<file path="src/design/rhcb_pkg.sv">
package rhcb_pkg;

	localparam int unsigned HashWidth = 32;
	localparam int unsigned PosWidth = 64;
	localparam int unsigned BitsWidth = 5;
	localparam logic [BitsWidth-1:0] BitsReset = 5'd14;

	// One input request
	typedef struct packed {
		logic [7:0] data_byte;
		logic       end_of_stream;
	} item_t;

	// One result
	typedef struct packed {
		logic [PosWidth-1:0] boundary_position;
		logic                is_final;
	} result_t;

	// mult^n modulo 2^32, evaluated at elaboration
	function automatic logic [HashWidth-1:0] window_power(
		input logic [HashWidth-1:0] mult,
		input int unsigned          n
	);
		logic [HashWidth-1:0] acc;
		acc = 32'd1;
		for (int unsigned i = 0; i < n; i++) begin
			acc = HashWidth'(acc * mult);
		end
		return acc;
	endfunction

endpackage

</file>
<file path="src/design/rhcb_cell.sv">
// One byte of the sliding window; loads its neighbor's byte on a shift.
module rhcb_cell (
	input  logic       clk,
	input  logic       arst_n,
	input  logic       shift,
	input  logic [7:0] byte_in,
	output logic [7:0] byte_q
);

	always_ff @(posedge clk or negedge arst_n) begin
		if (!arst_n) begin
			byte_q <= 8'd0;
		end else if (shift) begin
			byte_q <= byte_in;
		end
	end

endmodule

</file>
<file path="src/design/rhcb_hash.sv">
// Rolling hash register: hash*M + new - oldest*M^W, plus the boundary test
// on the updated value.
module rhcb_hash #(
	parameter int unsigned WINDOW_BYTES    = 31,
	parameter int unsigned HASH_MULTIPLIER = 139
) (
	input  logic                               clk,
	input  logic                               arst_n,
	input  logic                               shift,
	input  logic [7:0]                         new_byte,
	input  logic [7:0]                         oldest_byte,
	input  logic [rhcb_pkg::BitsWidth-1:0]     boundary_bits,
	output logic                               hit
);

	localparam logic [rhcb_pkg::HashWidth-1:0] MultK =
		rhcb_pkg::HashWidth'(HASH_MULTIPLIER);
	localparam logic [rhcb_pkg::HashWidth-1:0] PowK =
		rhcb_pkg::window_power(MultK, WINDOW_BYTES);

	logic [rhcb_pkg::HashWidth-1:0] hash_q;
	logic [rhcb_pkg::HashWidth-1:0] scaled;
	logic [rhcb_pkg::HashWidth-1:0] dropped;
	logic [rhcb_pkg::HashWidth-1:0] hash_next;
	logic [rhcb_pkg::HashWidth-1:0] mask;

	// Both products in parallel, then one add/subtract
	assign scaled    = rhcb_pkg::HashWidth'(hash_q * MultK);
	assign dropped   = rhcb_pkg::HashWidth'({24'd0, oldest_byte} * PowK);
	assign hash_next = scaled + {24'd0, new_byte} - dropped;

	// Low boundary_bits all ones; zero bits gives an empty mask
	assign mask = (rhcb_pkg::HashWidth'(1) << boundary_bits) - rhcb_pkg::HashWidth'(1);
	assign hit  = (hash_next & mask) == mask;

	always_ff @(posedge clk or negedge arst_n) begin
		if (!arst_n) begin
			hash_q <= '0;
		end else if (shift) begin
			hash_q <= hash_next;
		end
	end

endmodule

</file>
<file path="src/design/rolling_hash_chunk_boundary.sv">
// Content-defined chunk boundary detector. Bytes arrive on the item channel,
// one per cycle at full rate unless the output stalls; each data byte shifts a
// WINDOW_BYTES-long row of byte cells and updates a 32-bit rolling hash
// (multiplier HASH_MULTIPLIER, modulo 2^32), so the hash multiply-add feedback
// in rhcb_hash sets the one-byte-per-cycle rate. When the low boundary_bits of
// the new hash are all ones, the 64-bit byte count (including that byte) is
// returned with is_final low. An end_of_stream request returns the count with
// is_final high; afterwards every request is accepted and dropped until reset.
// Results sit in one output register; a new byte is taken in the same cycle the
// previous result is taken. boundary_bits resets to 14; the user writes it on
// the cfg channel only while the block is idle; the block does not enforce it.
module rolling_hash_chunk_boundary #(
	parameter int unsigned WINDOW_BYTES    = 31,
	parameter int unsigned HASH_MULTIPLIER = 139
) (
	input  logic                               clk,
	input  logic                               arst_n,
	input  logic                               item_valid,
	output logic                               item_ready,
	input  rhcb_pkg::item_t                    item,
	output logic                               result_valid,
	input  logic                               result_ready,
	output rhcb_pkg::result_t                  result,
	input  logic                               cfg_valid,
	output logic                               cfg_ready,
	input  logic [rhcb_pkg::BitsWidth-1:0]     cfg_data
);

	logic [rhcb_pkg::BitsWidth-1:0] bits_q;
	logic [rhcb_pkg::PosWidth-1:0]  position_q;
	logic                           stream_done_q;
	logic                           result_valid_q;
	rhcb_pkg::result_t              result_q;
	logic                           accept;
	logic                           data_go;
	logic                           eos_go;
	logic                           hit;
	logic [rhcb_pkg::PosWidth-1:0]  position_next;
	logic [7:0]                     window [WINDOW_BYTES];

	assign cfg_ready    = 1'b1;
	assign item_ready   = !result_valid_q || result_ready;
	assign result_valid = result_valid_q;
	assign result       = result_q;

	assign accept        = item_valid && item_ready;
	assign data_go       = accept && !stream_done_q && !item.end_of_stream;
	assign eos_go        = accept && !stream_done_q && item.end_of_stream;
	assign position_next = position_q + rhcb_pkg::PosWidth'(1);

	// Window cells: cell 0 is the oldest byte, the last cell takes the new byte
	for (genvar g = 0; g < WINDOW_BYTES; g++) begin : g_cell
		logic [7:0] feed;
		if (g == WINDOW_BYTES - 1) begin : g_tail
			assign feed = item.data_byte;
		end else begin : g_body
			assign feed = window[g+1];
		end
		rhcb_cell u_cell (
			.clk     (clk),
			.arst_n  (arst_n),
			.shift   (data_go),
			.byte_in (feed),
			.byte_q  (window[g])
		);
	end

	rhcb_hash #(
		.WINDOW_BYTES    (WINDOW_BYTES),
		.HASH_MULTIPLIER (HASH_MULTIPLIER)
	) u_hash (
		.clk           (clk),
		.arst_n        (arst_n),
		.shift         (data_go),
		.new_byte      (item.data_byte),
		.oldest_byte   (window[0]),
		.boundary_bits (bits_q),
		.hit           (hit)
	);

	// Config register
	always_ff @(posedge clk or negedge arst_n) begin
		if (!arst_n) begin
			bits_q <= rhcb_pkg::BitsReset;
		end else if (cfg_valid && cfg_ready) begin
			bits_q <= cfg_data;
		end
	end

	// Position counter and end-of-stream flag
	always_ff @(posedge clk or negedge arst_n) begin
		if (!arst_n) begin
			position_q    <= '0;
			stream_done_q <= 1'b0;
		end else begin
			if (data_go) begin
				position_q <= position_next;
			end
			if (eos_go) begin
				stream_done_q <= 1'b1;
			end
		end
	end

	// Output register
	always_ff @(posedge clk or negedge arst_n) begin
		if (!arst_n) begin
			result_valid_q <= 1'b0;
		end else begin
			priority if (eos_go || (data_go && hit)) begin
				result_valid_q <= 1'b1;
			end else if (result_ready) begin
				result_valid_q <= 1'b0;
			end else begin
				result_valid_q <= result_valid_q;
			end
		end
	end

	// eos_go and data_go never coincide
	always_ff @(posedge clk) begin
		if (eos_go) begin
			result_q.boundary_position <= position_q;
			result_q.is_final          <= 1'b1;
		end else if (data_go && hit) begin
			result_q.boundary_position <= position_next;
			result_q.is_final          <= 1'b0;
		end
	end

	// A pending boundary result always carries the current byte count
	a_boundary_pos: assert property (@(posedge clk) disable iff (!arst_n)
		result_valid_q && !result_q.is_final |-> result_q.boundary_position == position_q)
		else $error("boundary result position differs from byte count");

	// A final result implies the stream is closed
	a_final_done: assert property (@(posedge clk) disable iff (!arst_n)
		result_valid_q && result_q.is_final |-> stream_done_q)
		else $error("final result without end of stream");

	// Nothing new appears once the stream is closed and drained
	a_quiet_after_end: assert property (@(posedge clk) disable iff (!arst_n)
		stream_done_q && !result_valid_q |=> !result_valid_q)
		else $error("result after end of stream");

	// Counter moves only by a data byte
	a_position_step: assert property (@(posedge clk) disable iff (!arst_n)
		!data_go |=> position_q == $past(position_q))
		else $error("byte count changed without a data byte");

endmodule
</file>
<file path="config.mk">
export PLATFORM = sky130hd
export DESIGN_NAME = rolling_hash_chunk_boundary
export DESIGN_NICKNAME = d
export VERILOG_FILES = /design/src/design/rhcb_pkg.sv /design/src/design/rhcb_cell.sv /design/src/design/rhcb_hash.sv /design/src/design/rolling_hash_chunk_boundary.sv
export SDC_FILE = /design/constraint.sdc
export NUM_CORES = 1
export LEC_CHECK = 0
export ABC_AREA = 0
export BUFFER_PORTS_ARGS = -buffer_cell sky130_fd_sc_hd__buf_2
export CORE_ASPECT_RATIO = 2
export CORE_MARGIN = 4
export CORE_UTILIZATION = 40
export DETAILED_ROUTE_END_ITERATION = 6
export GPL_TIMING_DRIVEN = 0
export PLACE_DENSITY = 0.62
export SLEW_MARGIN = 10
export SYNTH_ARGS = -nofsm -noshare
export SYNTH_HDL_FRONTEND = slang
export SYNTH_HIERARCHICAL = 1
export SYNTH_SLANG_ARGS = --single-unit
</file>
<file path="constraint.sdc">
create_clock -name clk -period 11.5 [get_ports clk]
set_input_delay 2.3 -clock clk [delete_from_list [all_inputs] [get_ports clk]]
set_output_delay 2.3 -clock clk [all_outputs]
set_load 0.005 [all_outputs]
</file>
==> load_flow_metrics.sql, run 1 <==
INSERT INTO impl_metrics (metric_group, metric, value, unit) VALUES
('synthesis', 'syn_inst', '2327', ''),
('drt', 'drt_iter0_markers', '1023', ''),
('critical_path', 'worstSetupStartpointType', 'flop', ''),
('synthesis', 'yosys_most_used_dff', 'dfrtp_1', ''),
('synthesis', 'synth_largest_type_area_fraction', '31.64', '%'),
('critical_path', 'worst_path_maximum_fanout', '16', ''),
('placed_design', 'port-buffer-count', '85', ''),
('layout', 'finalInstanceArea', '0.03049', 'sq mm'),
('clock_tree', 'clock-sinks', '415', ''),
('layout', 'final_nets', '2835', ''),
('synthesis', 'synth_common_cells', '351 x inv_1, 347 x dfrtp_1, 248 x mux2_4', ''),
('synthesis', 'yosysMostFrequentCell', 'inv_1', ''),
('synthesis', 'post_synth_main_area_contributors', 'dfrtp_1 32%, mux2_4 14%, fa_1 13%, ha_1 8.2%, edfxtp_1 7.0%', ''),
('grt', 'grt_overflow_total', '0', ''),
('clock_tree', 'worstSkewPairLatency', '0.59', 'ns'),
('floorplan', 'design.die.area', '0.07311', 'sq mm'),
('drt', 'detailed_route_via_count', '17868', ''),
('critical_path', 'critPathMaxStageDelay', '1.00', 'ns'),
('critical_path', 'timing_worst_setup_path_type', 'reg -> reg', ''),
('floorplan', 'die_y', '378.4', 'um'),
('critical_path', 'reg2reg_depth', '28', ''),
('drt', 'drc', '0', ''),
('critical_path', 'timing.critical_path.to_type', 'flop', ''),
('synthesis', 'ys_ff_latch', '415', ''),
('synthesis', 'netlist_area', '0.02744', 'sq mm'),
('sta', 'finalWorstPathRequiredPeriod', '10.51', 'ns'),
('layout', 'final_layout_size_suffix_gt1_share', '20.89', '%'),
('critical_path', 'end_of_the_worst_register_to_register_path', 'result[9]$_DFFE_PP_', ''),
('critical_path', 'crit_path_top_delay_cell', 'dfrtp_1', ''),
('synthesis', 'synth_enable_flop_cells', '64', ''),
('drt', 'via_per_inst', '5.285', ''),
('min_path', 'hold_path_startpoint', 'result[0]$_SDFFE_PP1P_', ''),
('sta', 'slew_headroom', '10.92', '%'),
('floorplan', 'starting_utilization_of_the_core_area', '40.41', '%'),
('floorplan', 'rows', '135', ''),
('min_path', 'min_path_cells', '2', ''),
('sta', 'maxClockFrequency', '0.09513', 'GHz'),
('critical_path', 'reg2reg_from', 'g_cell[0].u_cell/byte_q[0]$_DFFE_PN0P_', ''),
('sta', 'tightestPinTransition', '1.324', 'ns'),
('clock_tree', 'cts_repair_resize_count', '0', ''),
('clock_tree', 'clk_root_buffer_cell', 'clkbuf_16', ''),
('sta', 'clock_skew', '0.04052', 'ns'),
('sta', 'maxSlewViolCount', '0', ''),
('sta', 'hold_viol', '0', ''),
('clock_tree', 'cts_made_buffers', '40', ''),
('placed_design', 'detailedPlacementHpwl', '57790', 'um'),
('critical_path', 'crit_buf_inv', '7', ''),
('floorplan', 'floorplan.core_area', '0.06790', 'sq mm'),
('critical_path', 'worst_reg2reg_setup_slack', '0.99', 'ns'),
('grt', 'first_global_vias', '19777', ''),
('sta', 'grt_setup_unrepaired', 'no', ''),
('drt', 'postRouteAntennaNets', '0', ''),
('grt', 'grt_pass1_wl', '114400', 'um'),
('critical_path', 'critPathArrivalTime', '10.82', 'ns'),
('outcome', 'run_status', 'completed', ''),
('grt', 'initial_antenna_violation_count', '1', ''),
('drt', 'post_drt_wl_per_cell', '21.70', 'um'),
('drt', 'wl', '73350', 'um'),
('flow_run', 'cap_violations', '0', ''),
('synthesis', 'synth.yosys.warnings', '6', ''),
('layout', 'area.growth.synth_to_final', '11.12', '%'),
('synthesis', 'postSynthAreaPerCell', '11.79', 'sq um'),
('placed_design', 'detailedPlace.worstSlack', '1.159', 'ns'),
('critical_path', 'critical_path_required', '11.81', 'ns'),
('drt', 'detailedRoute.firstPassIterationCount', '7', ''),
('placed_design', 'place_inst', '3308', ''),
('layout', 'fillCellCount', '6312', ''),
('grt', 'largest_net_degree_at_the_start_of_global_routing', '77', ''),
('clock_tree', 'clk_transition_reported_paths', '0.06', 'ns'),
('layout', 'finish.cell_count_without_fillers', '3381', ''),
('sta', 'number_of_setup_violations_in_the_final_report', '0', '');
cell usage in the layout, fill, tap and decap left out, types with 40 or more instances in the layout:
master | synthesis | routed
inv_1 | 351 | 351
dfrtp_1 | 347 | 347
mux2_4 | 248 | 248
ha_1 | 180 | 180
fa_1 | 176 | 176
nand2_1 | 117 | 116
buf_2 | 15 | 99
nor2_1 | 93 | 93
o21ai_0 | 84 | 84
a21oi_1 | 65 | 65
edfxtp_1 | 64 | 64
nand4_1 | 53 | 53
xor2_1 | 48 | 48
nand3_1 | 46 | 46
xnor2_1 | 45 | 45
clkbuf_1 | 38 | 40
clkbuf_16 | 0 | 40
worst reg2reg max path, delay by kind of cell (launching register included):
kind / cells / cell delay (ns)
adders and majority gates: 7 / 3.72
buffers and inverters: 7 / 1.95
and+or+nand+nor: 8 / 1.90
AOI/OAI and AO/OA: 6 / 1.67
DFF: 1 / 1.00
logic make-up (layout without fill, tap and decap cells):
family	Yosys count	count (layout)	synth area share [%]
adders and majority gates	356	356	21.05
muxes	272	272	14.52
buffers and inverters	455	617	7.268
DFF	415	415	39.01
xor gates and xnor gates	93	93	2.968
AOI/OAI and AO/OA	299	299	7.040
and+or+nand+nor	436	436	8.138
other	1	3	0.01366
metal layers:
metal / part of all wire [%] / track usage [%] / up-vias
met2: 55 / 38.45 / 536
met1: 33 / 19.98 / 8937
met5: 0 / 0 / -
met3: 3.9 / 2.403 / 264
met4: 8.1 / 13.60 / 0
li1: - / - / 8131
cell type report:
| cell class | count | area [sq um] | share of cell area (%) |
|---|---|---|---|
| Timing Repair Buffer | 91 | 600.6 | 1.969 |
| Tap cell | 890 | 1114 | 3.652 |
| Antenna cell | 2 | 5.005 | 0.01641 |
| Multi-Input combinational cell | 1457 | 14750 | 48.38 |
| Sequential cell | 415 | 10700 | 35.10 |
| Clock inverter | 24 | 254.0 | 0.8329 |
| Inverter | 351 | 1318 | 4.321 |
| Buffer | 104 | 680.7 | 2.232 |
| Clock buffer | 47 | 1067 | 3.500 |
worst max-delay path by stage:
stage / endpoint
6_report: result[9]$_DFFE_PP_
2_1_floorplan: result[47]$_DFFE_PP_
5_1_grt: result[9]$_DFFE_PP_
4_1_cts: result[9]$_DFFE_PP_
3_5_place_dp: result[9]$_DFFE_PP_
3_3_place_gp: result[56]$_DFFE_PP_
through the flow:
| step | TNS (ns) | hold slack, ns | util (%) |
|---|---|---|---|
| after floorplan | 0 | 0.4354 | - |
| after global placement | -2.586 | 0.4314 | 42.68 |
| after detailed placement | 0 | 0.4391 | 42.96 |
| after CTS | 0 | 0.4522 | 44.90 |
| after global routing | 0 | 0.4795 | 44.90 |
| final | 0 | 0.4459 | 44.91 |
registers in the layout, summed over array words and instances, names as in the netlist:
signal,cells
g_cell.u_cell/byte_q,248
result,65
position_q,64
u_hash/hash_q,31
bits_q,5
result_valid,1
stream_done_q,1
Power of run 1 is not shown: default switching activity piles up to over one toggle a cycle in this logic, so the estimate is an artifact.
==> run 2, diff against run 1 <==
--- a/config.mk
+++ b/config.mk
@@ -13,6 +13,7 @@
 export DETAILED_ROUTE_END_ITERATION = 6
 export GPL_TIMING_DRIVEN = 0
 export PLACE_DENSITY = 0.62
+export RECOVER_POWER = 50
 export SLEW_MARGIN = 10
 export SYNTH_ARGS = -nofsm -noshare
 export SYNTH_HDL_FRONTEND = slang
==> run 2 against run 1 <==
Net effect:
- the run now ends with max-capacitance violations, max-slew violations left
- via count grew 0.22%
- first-iteration DRC count is essentially flat
- count of clock-buffer cells in the layout is the same
- register-to-register slack gained 0.11 ns
==> load_flow_metrics.sql, run 2 (synthesized netlist as in run 1, its figures left out) <==
INSERT INTO impl_metrics (metric_group, metric, value, unit) VALUES
('layout', 'most-common-layout-cells', '351 x inv_1, 347 x dfrtp_1, 248 x mux2_4', ''),
('drt', 'post_drt_wl_per_cell', '21.72', 'um'),
('clock_tree', 'cts_repair_resize_count', '0', ''),
('layout', 'final_core_util', '44.64', '%'),
('layout', 'area.growth.synth_to_final', '10.45', '%'),
('placed_design', 'gp_congestion', '1.002', ''),
('critical_path', 'worstSetupStartpointType', 'flop', ''),
('sta', 'fin_ws', '1.096', 'ns'),
('flow_run', 'cap_violations', '5', ''),
('outcome', 'run_status', 'finished with violations', ''),
('layout', 'final_nets', '2835', ''),
('critical_path', 'end_of_the_worst_register_to_register_path', 'result[9]$_DFFE_PP_', ''),
('critical_path', 'critical_path_required', '11.82', 'ns'),
('critical_path', 'worst_path_maximum_fanout', '16', ''),
('clock_tree', 'cts_made_buffers', '40', ''),
('floorplan', 'rows', '135', ''),
('drt', 'detailedRoute.firstPassIterationCount', '7', ''),
('floorplan', 'design.die.area', '0.07311', 'sq mm'),
('floorplan', 'die_y', '378.4', 'um'),
('critical_path', 'critPathMaxStageDelay', '1.01', 'ns'),
('drt', 'postRouteAntennaNets', '0', ''),
('sta', 'tightestPinTransition', '3.865', 'ns'),
('clock_tree', 'worstSkewPairLatency', '0.59', 'ns'),
('drt', 'detailed_route_via_count', '17908', ''),
('grt', 'first_global_vias', '19777', ''),
('floorplan', 'die_width', '193.2', 'um'),
('sta', 'clock_skew', '0.04287', 'ns'),
('critical_path', 'timing_worst_setup_path_type', 'reg -> reg', ''),
('critical_path', 'critPathArrivalTime', '10.73', 'ns'),
('critical_path', 'crit_buf_inv', '7', ''),
('grt', 'grt_overflow_total', '0', ''),
('layout', 'final_layout_size_suffix_gt1_share', '18.72', '%'),
('sta', 'maxSlewViolCount', '359', ''),
('clock_tree', 'clk_transition_reported_paths', '0.06', 'ns'),
('grt', 'largest_net_degree_at_the_start_of_global_routing', '77', ''),
('clock_tree', 'htree_num_levels', '2', ''),
('sta', 'slew_headroom', '-157.7', '%'),
('placed_design', 'detailedPlacementHpwl', '57790', 'um'),
('sta', 'fin_crit_sh', '90.47', '%'),
('sta', 'number_of_setup_violations_in_the_final_report', '0', ''),
('clock_tree', 'cts_tree', 'done', ''),
('clock_tree', 'clock-sinks', '415', ''),
('placed_design', 'post_dp_cell_area', '0.02917', 'sq mm'),
('clock_tree', 'post-cts-setup-buffers', '0', ''),
('min_path', 'hold_path.class', 'reg -> reg', ''),
('clock_tree', 'clk_root_buffer_cell', 'clkbuf_16', ''),
('layout', 'finalInstanceArea', '0.03031', 'sq mm'),
('grt', 'grt_pass1_wl', '114400', 'um'),
('critical_path', 'crit_top_cell', 'fa_1', ''),
('sta', 'finalWorstPathRequiredPeriod', '10.40', 'ns'),
('drt', 'wl', '73440', 'um'),
('critical_path', 'reg2reg_from', 'g_cell[0].u_cell/byte_q[0]$_DFFE_PN0P_', ''),
('grt', 'grt_use_total', '20.05', '%'),
('floorplan', 'boundaryPins', '87', ''),
('drt', 'via_per_inst', '5.297', ''),
('clock_tree', 'cts_hold_buffers', '0', ''),
('critical_path', 'reg2reg_depth', '28', ''),
('layout', 'most_common_cell_after_layout_fill_and_taps_aside', 'inv_1', ''),
('critical_path', 'crit_path_top_delay_cell', 'dfrtp_1', ''),
('grt', 'initial_antenna_violation_count', '1', ''),
('outcome', 'failed_checks', 'max-capacitance violations, max-slew violations', ''),
('floorplan', 'floorplan.core_area', '0.06790', 'sq mm'),
('min_path', 'hold_path_end', 'result[0]$_SDFFE_PP1P_', ''),
('drt', 'drc', '0', ''),
('drt', 'drt_iter0_markers', '1024', ''),
('sta', 'hold_viol', '0', ''),
('critical_path', 'timing.critical_path.to_type', 'flop', ''),
('clock_tree', 'clock_path_buffers', '3', ''),
('sta', 'grt_setup_unrepaired', 'no', ''),
('layout', 'largest_reg_flops', '248', ''),
('placed_design', 'port-buffer-count', '85', ''),
('min_path', 'min_path_cells', '2', ''),
('min_path', 'hold_path_startpoint', 'result[0]$_SDFFE_PP1P_', ''),
('critical_path', 'worst_path_dominant_cell_family', 'adder cells', ''),
('critical_path', 'worst_reg2reg_setup_slack', '1.10', 'ns'),
('layout', 'max_flop_register', 'g_cell.u_cell/byte_q', ''),
('sta', 'maxClockFrequency', '0.09612', 'GHz'),
('placed_design', 'detailedPlace.worstSlack', '1.159', 'ns'),
('floorplan', 'starting_utilization_of_the_core_area', '40.41', '%');
[run 2: cell count changes in the layout (fill, tap and decap cells not counted), sizes merged]
cell    change
buf        -53
clkbuf     +53
[run 2: layout make-up]
type / instances / area [sq um]
fillers: 6340 / 37590
clock buffers: 47 / 1067
multi-input cells: 1457 / 14730
repair buffers: 91 / 436.7
diodes: 2 / 5.005
clock inverters: 24 / 254.0
inverters: 351 / 1318
flip-flops and latches: 415 / 10700
well taps: 890 / 1114
plain buffers: 104 / 680.7
[run 2: through the flow]
| stage | hold slack, ns | cells | TNS (ns) |
|---|---|---|---|
| 3_5_place_dp | 0.4391 | 3308 | 0 |
| 4_1_cts | 0.4522 | 3379 | 0 |
| 5_1_grt | 0.4813 | 3379 | 0 |
| 6_report | 0.4474 | 3381 | 0 |
| 2_1_floorplan | 0.4354 | 2327 | 0 |
| 3_3_place_gp | 0.4314 | 3302 | -2.586 |
[run 2: layer usage]
| layer | vias to the layer above | share of wire [%] | global-route usage (%) |
|---|---|---|---|
| met5 | - | 0 | 0 |
| met4 | 0 | 8.0 | 13.60 |
| met3 | 251 | 3.7 | 2.403 |
| met2 | 531 | 55 | 38.45 |
| met1 | 8986 | 33 | 19.98 |
| li1 | 8140 | - | - |
[run 2: tightest hold or removal path: stages, from the launching register on]
cell	delay [ns]
dfxtp_1	0.31
nand2_1	0.05
nand2_1	0.04
[run 2: worst max path at each step]
| stage | end | start | cells after the start | slack (ns) |
|---|---|---|---|---|
| 2_1_floorplan | result[47]$_DFFE_PP_ | item[5] | 23 | 2.15 |
| 6_report | result[9]$_DFFE_PP_ | g_cell[0].u_cell/byte_q[0]$_DFFE_PN0P_ | 28 | 1.10 |
| 3_5_place_dp | result[9]$_DFFE_PP_ | g_cell[0].u_cell/byte_q[0]$_DFFE_PN0P_ | 28 | 1.16 |
| 3_3_place_gp | result[56]$_DFFE_PP_ | g_cell[0].u_cell/byte_q[0]$_DFFE_PN0P_ | 28 | -0.38 |
| 4_1_cts | result[9]$_DFFE_PP_ | g_cell[0].u_cell/byte_q[0]$_DFFE_PN0P_ | 28 | 1.09 |
| 5_1_grt | result[9]$_DFFE_PP_ | g_cell[0].u_cell/byte_q[0]$_DFFE_PN0P_ | 28 | 0.65 |
Power of run 2 is left out for the same reason.
==> run 3, diff against run 2 <==
--- a/config.mk
+++ b/config.mk
@@ -7,7 +7,7 @@
 export LEC_CHECK = 0
 export ABC_AREA = 0
 export BUFFER_PORTS_ARGS = -buffer_cell sky130_fd_sc_hd__buf_2
-export CORE_ASPECT_RATIO = 2
+export CORE_ASPECT_RATIO = 1.4
 export CORE_MARGIN = 4
 export CORE_UTILIZATION = 40
 export DETAILED_ROUTE_END_ITERATION = 6
==> run 3 against run 2 <==
Net effect:
- the run still ends with max-capacitance violations, max-slew violations left
- hold slack better by 0.00054 ns
- utilization is 0.34 points higher
- setup slack worse by 0.16 ns
- sequential cell count stayed put
- design area is 0.70% higher
- global-route usage is 1.6 points lower
- sequential share of layout area is 0.25 points lower
- critical path depth stayed put
- critical endpoint is now result[28]$_DFFE_PP_
==> load_flow_metrics.sql, run 3 (synthesized netlist as in run 1, its figures left out) <==
INSERT INTO impl_metrics (metric_group, metric, value, unit) VALUES
('drt', 'detailed_route_via_count', '17832', ''),
('critical_path', 'critical_path_required', '11.81', 'ns'),
('sta', 'tightestPinTransition', '4.474', 'ns'),
('sta', 'grt_setup_unrepaired', 'no', ''),
('clock_tree', 'cts_repair_resize_count', '0', ''),
('clock_tree', 'worstSkewPairLatency', '0.61', 'ns'),
('drt', 'postRouteAntennaNets', '0', ''),
('layout', 'largest_reg_flops', '248', ''),
('layout', 'fillCellCount', '6302', ''),
('min_path', 'hold_path.class', 'reg -> reg', ''),
('sta', 'clock_skew', '0.05069', 'ns'),
('critical_path', 'critPathArrivalTime', '10.86', 'ns'),
('critical_path', 'timing_worst_setup_path_type', 'reg -> reg', ''),
('drt', 'drt_iter0_markers', '1162', ''),
('critical_path', 'worst_path_maximum_fanout', '16', ''),
('placed_design', 'detailedPlace.worstSlack', '1.132', 'ns'),
('layout', 'final_layout_size_suffix_gt1_share', '19.51', '%'),
('clock_tree', 'cts_hold_buffers', '0', ''),
('placed_design', 'detailedPlacementHpwl', '50660', 'um'),
('layout', 'area.growth.synth_to_final', '11.23', '%'),
('critical_path', 'critPathMaxStageDelay', '0.98', 'ns'),
('layout', 'final_nets', '2839', ''),
('critical_path', 'timing.critical_path.to_type', 'flop', ''),
('grt', 'grt_overflow_total', '0', ''),
('floorplan', 'floorplan.core_area', '0.06787', 'sq mm'),
('layout', 'most-common-layout-cells', '351 x inv_1, 347 x dfrtp_1, 248 x mux2_4', ''),
('sta', 'maxSlewViolCount', '158', ''),
('grt', 'grt_pass1_wl', '108200', 'um'),
('clock_tree', 'cts_tree', 'done', ''),
('sta', 'fin_crit_sh', '91.82', '%'),
('sta', 'slew_headroom', '-198.3', '%'),
('layout', 'max_flop_register', 'g_cell.u_cell/byte_q', ''),
('clock_tree', 'clock-sinks', '415', ''),
('floorplan', 'design.die.area', '0.07292', 'sq mm'),
('floorplan', 'rows', '113', ''),
('grt', 'initial_antenna_violation_count', '0', ''),
('drt', 'wl', '66840', 'um'),
('placed_design', 'post_dp_cell_area', '0.02907', 'sq mm'),
('grt', 'first_global_vias', '19595', ''),
('sta', 'number_of_setup_violations_in_the_final_report', '0', ''),
('clock_tree', 'post-cts-setup-buffers', '0', ''),
('sta', 'fin_ws', '0.9403', 'ns'),
('floorplan', 'boundaryPins', '87', ''),
('floorplan', 'die_y', '317.9', 'um'),
('drt', 'post_drt_wl_per_cell', '19.88', 'um'),
('clock_tree', 'clock_path_buffers', '3', ''),
('clock_tree', 'cts_made_buffers', '46', ''),
('drt', 'detailedRoute.firstPassIterationCount', '5', ''),
('sta', 'hold_viol', '0', ''),
('clock_tree', 'clk_transition_reported_paths', '0.06', 'ns'),
('drt', 'via_per_inst', '5.302', ''),
('layout', 'most_common_cell_after_layout_fill_and_taps_aside', 'inv_1', ''),
('flow_run', 'cap_violations', '2', ''),
('drt', 'drc', '0', ''),
('critical_path', 'worstSetupStartpointType', 'flop', ''),
('floorplan', 'die_width', '229.4', 'um'),
('sta', 'finalWorstPathRequiredPeriod', '10.56', 'ns'),
('grt', 'largest_net_degree_at_the_start_of_global_routing', '105', ''),
('grt', 'grt_use_total', '18.40', '%'),
('critical_path', 'crit_buf_inv', '7', ''),
('clock_tree', 'clk_root_buffer_cell', 'clkbuf_16', ''),
('layout', 'antenna_cells_inserted', '0', ''),
('placed_design', 'gp_congestion', '0.9353', ''),
('critical_path', 'worst_path_dominant_cell_family', 'adder cells', ''),
('layout', 'finalInstanceArea', '0.03052', 'sq mm'),
('floorplan', 'starting_utilization_of_the_core_area', '40.44', '%'),
('outcome', 'failed_checks', 'max-capacitance violations, max-slew violations', ''),
('placed_design', 'port-buffer-count', '85', ''),
('sta', 'maxClockFrequency', '0.09470', 'GHz'),
('clock_tree', 'htree_num_levels', '2', ''),
('outcome', 'run_status', 'finished with violations', ''),
('critical_path', 'crit_path_top_delay_cell', 'dfrtp_1', ''),
('critical_path', 'crit_top_cell', 'fa_1', '');
-- run 3: layer usage --
metal / global-route usage (%) / wire, um / share of wire, %
met2: 33.84 / 35330 / 53
met1: 21.37 / 25870 / 39
met4: 8.349 / 3204 / 4.8
met5: 0 / 0 / 0
met3: 2.140 / 2438 / 3.6
-- run 3: final timing paths --
path / cells past startpoint / slack, ns / start / to
worst min register to register: 2 / 0.45 / result[0]$_SDFFE_PP1P_ / result[0]$_SDFFE_PP1P_
min in group asynchronous: 1 / 3.08 / arst_n / g_cell[29].u_cell/byte_q[2]$_DFFE_PN0P_
worst min-delay path: 2 / 0.45 / result[0]$_SDFFE_PP1P_ / result[0]$_SDFFE_PP1P_
max in group asynchronous: 4 / 1.99 / arst_n / g_cell[0].u_cell/byte_q[4]$_DFFE_PN0P_
worst max register to register: 28 / 0.94 / g_cell[0].u_cell/byte_q[0]$_DFFE_PN0P_ / result[28]$_DFFE_PP_
worst max-delay path: 28 / 0.94 / g_cell[0].u_cell/byte_q[0]$_DFFE_PN0P_ / result[28]$_DFFE_PP_
-- run 3: worst register-to-register path, delay by kind of cell, from the launching register on --
family          cells  cell delay, ns
fa+ha+maj           7            3.67
compound gates      7            1.98
buf+inv             7            1.87
flops               1            0.98
simple gates        7            1.78
-- run 3: cell type report --
cell class                 instances  area, sq um  area share, %
tap                              862         1079          3.533
buffer                           104        680.7          2.230
timing repair buffer              89        441.7          1.447
clock inverter                    23        287.8         0.9428
multi-input combinational       1457        14730          48.27
inverter                         351         1318          4.316
sequential                       415        10700          35.07
clock buffer                      62         1281          4.197
-- run 3: through the flow --
step | util, % | hold slack [ns] | setup TNS (ns) | instances
global placement | 42.65 | 0.4359 | -1.881 | 3274
CTS | 45.15 | 0.4460 | 0 | 3363
finish | 44.98 | 0.4480 | 0 | 3363
floorplan | - | 0.4354 | 0 | 2327
detailed placement | 42.84 | 0.4350 | 0 | 3278
global route | 44.98 | 0.4787 | 0 | 3363
Power of run 3 is left out for the same reason.
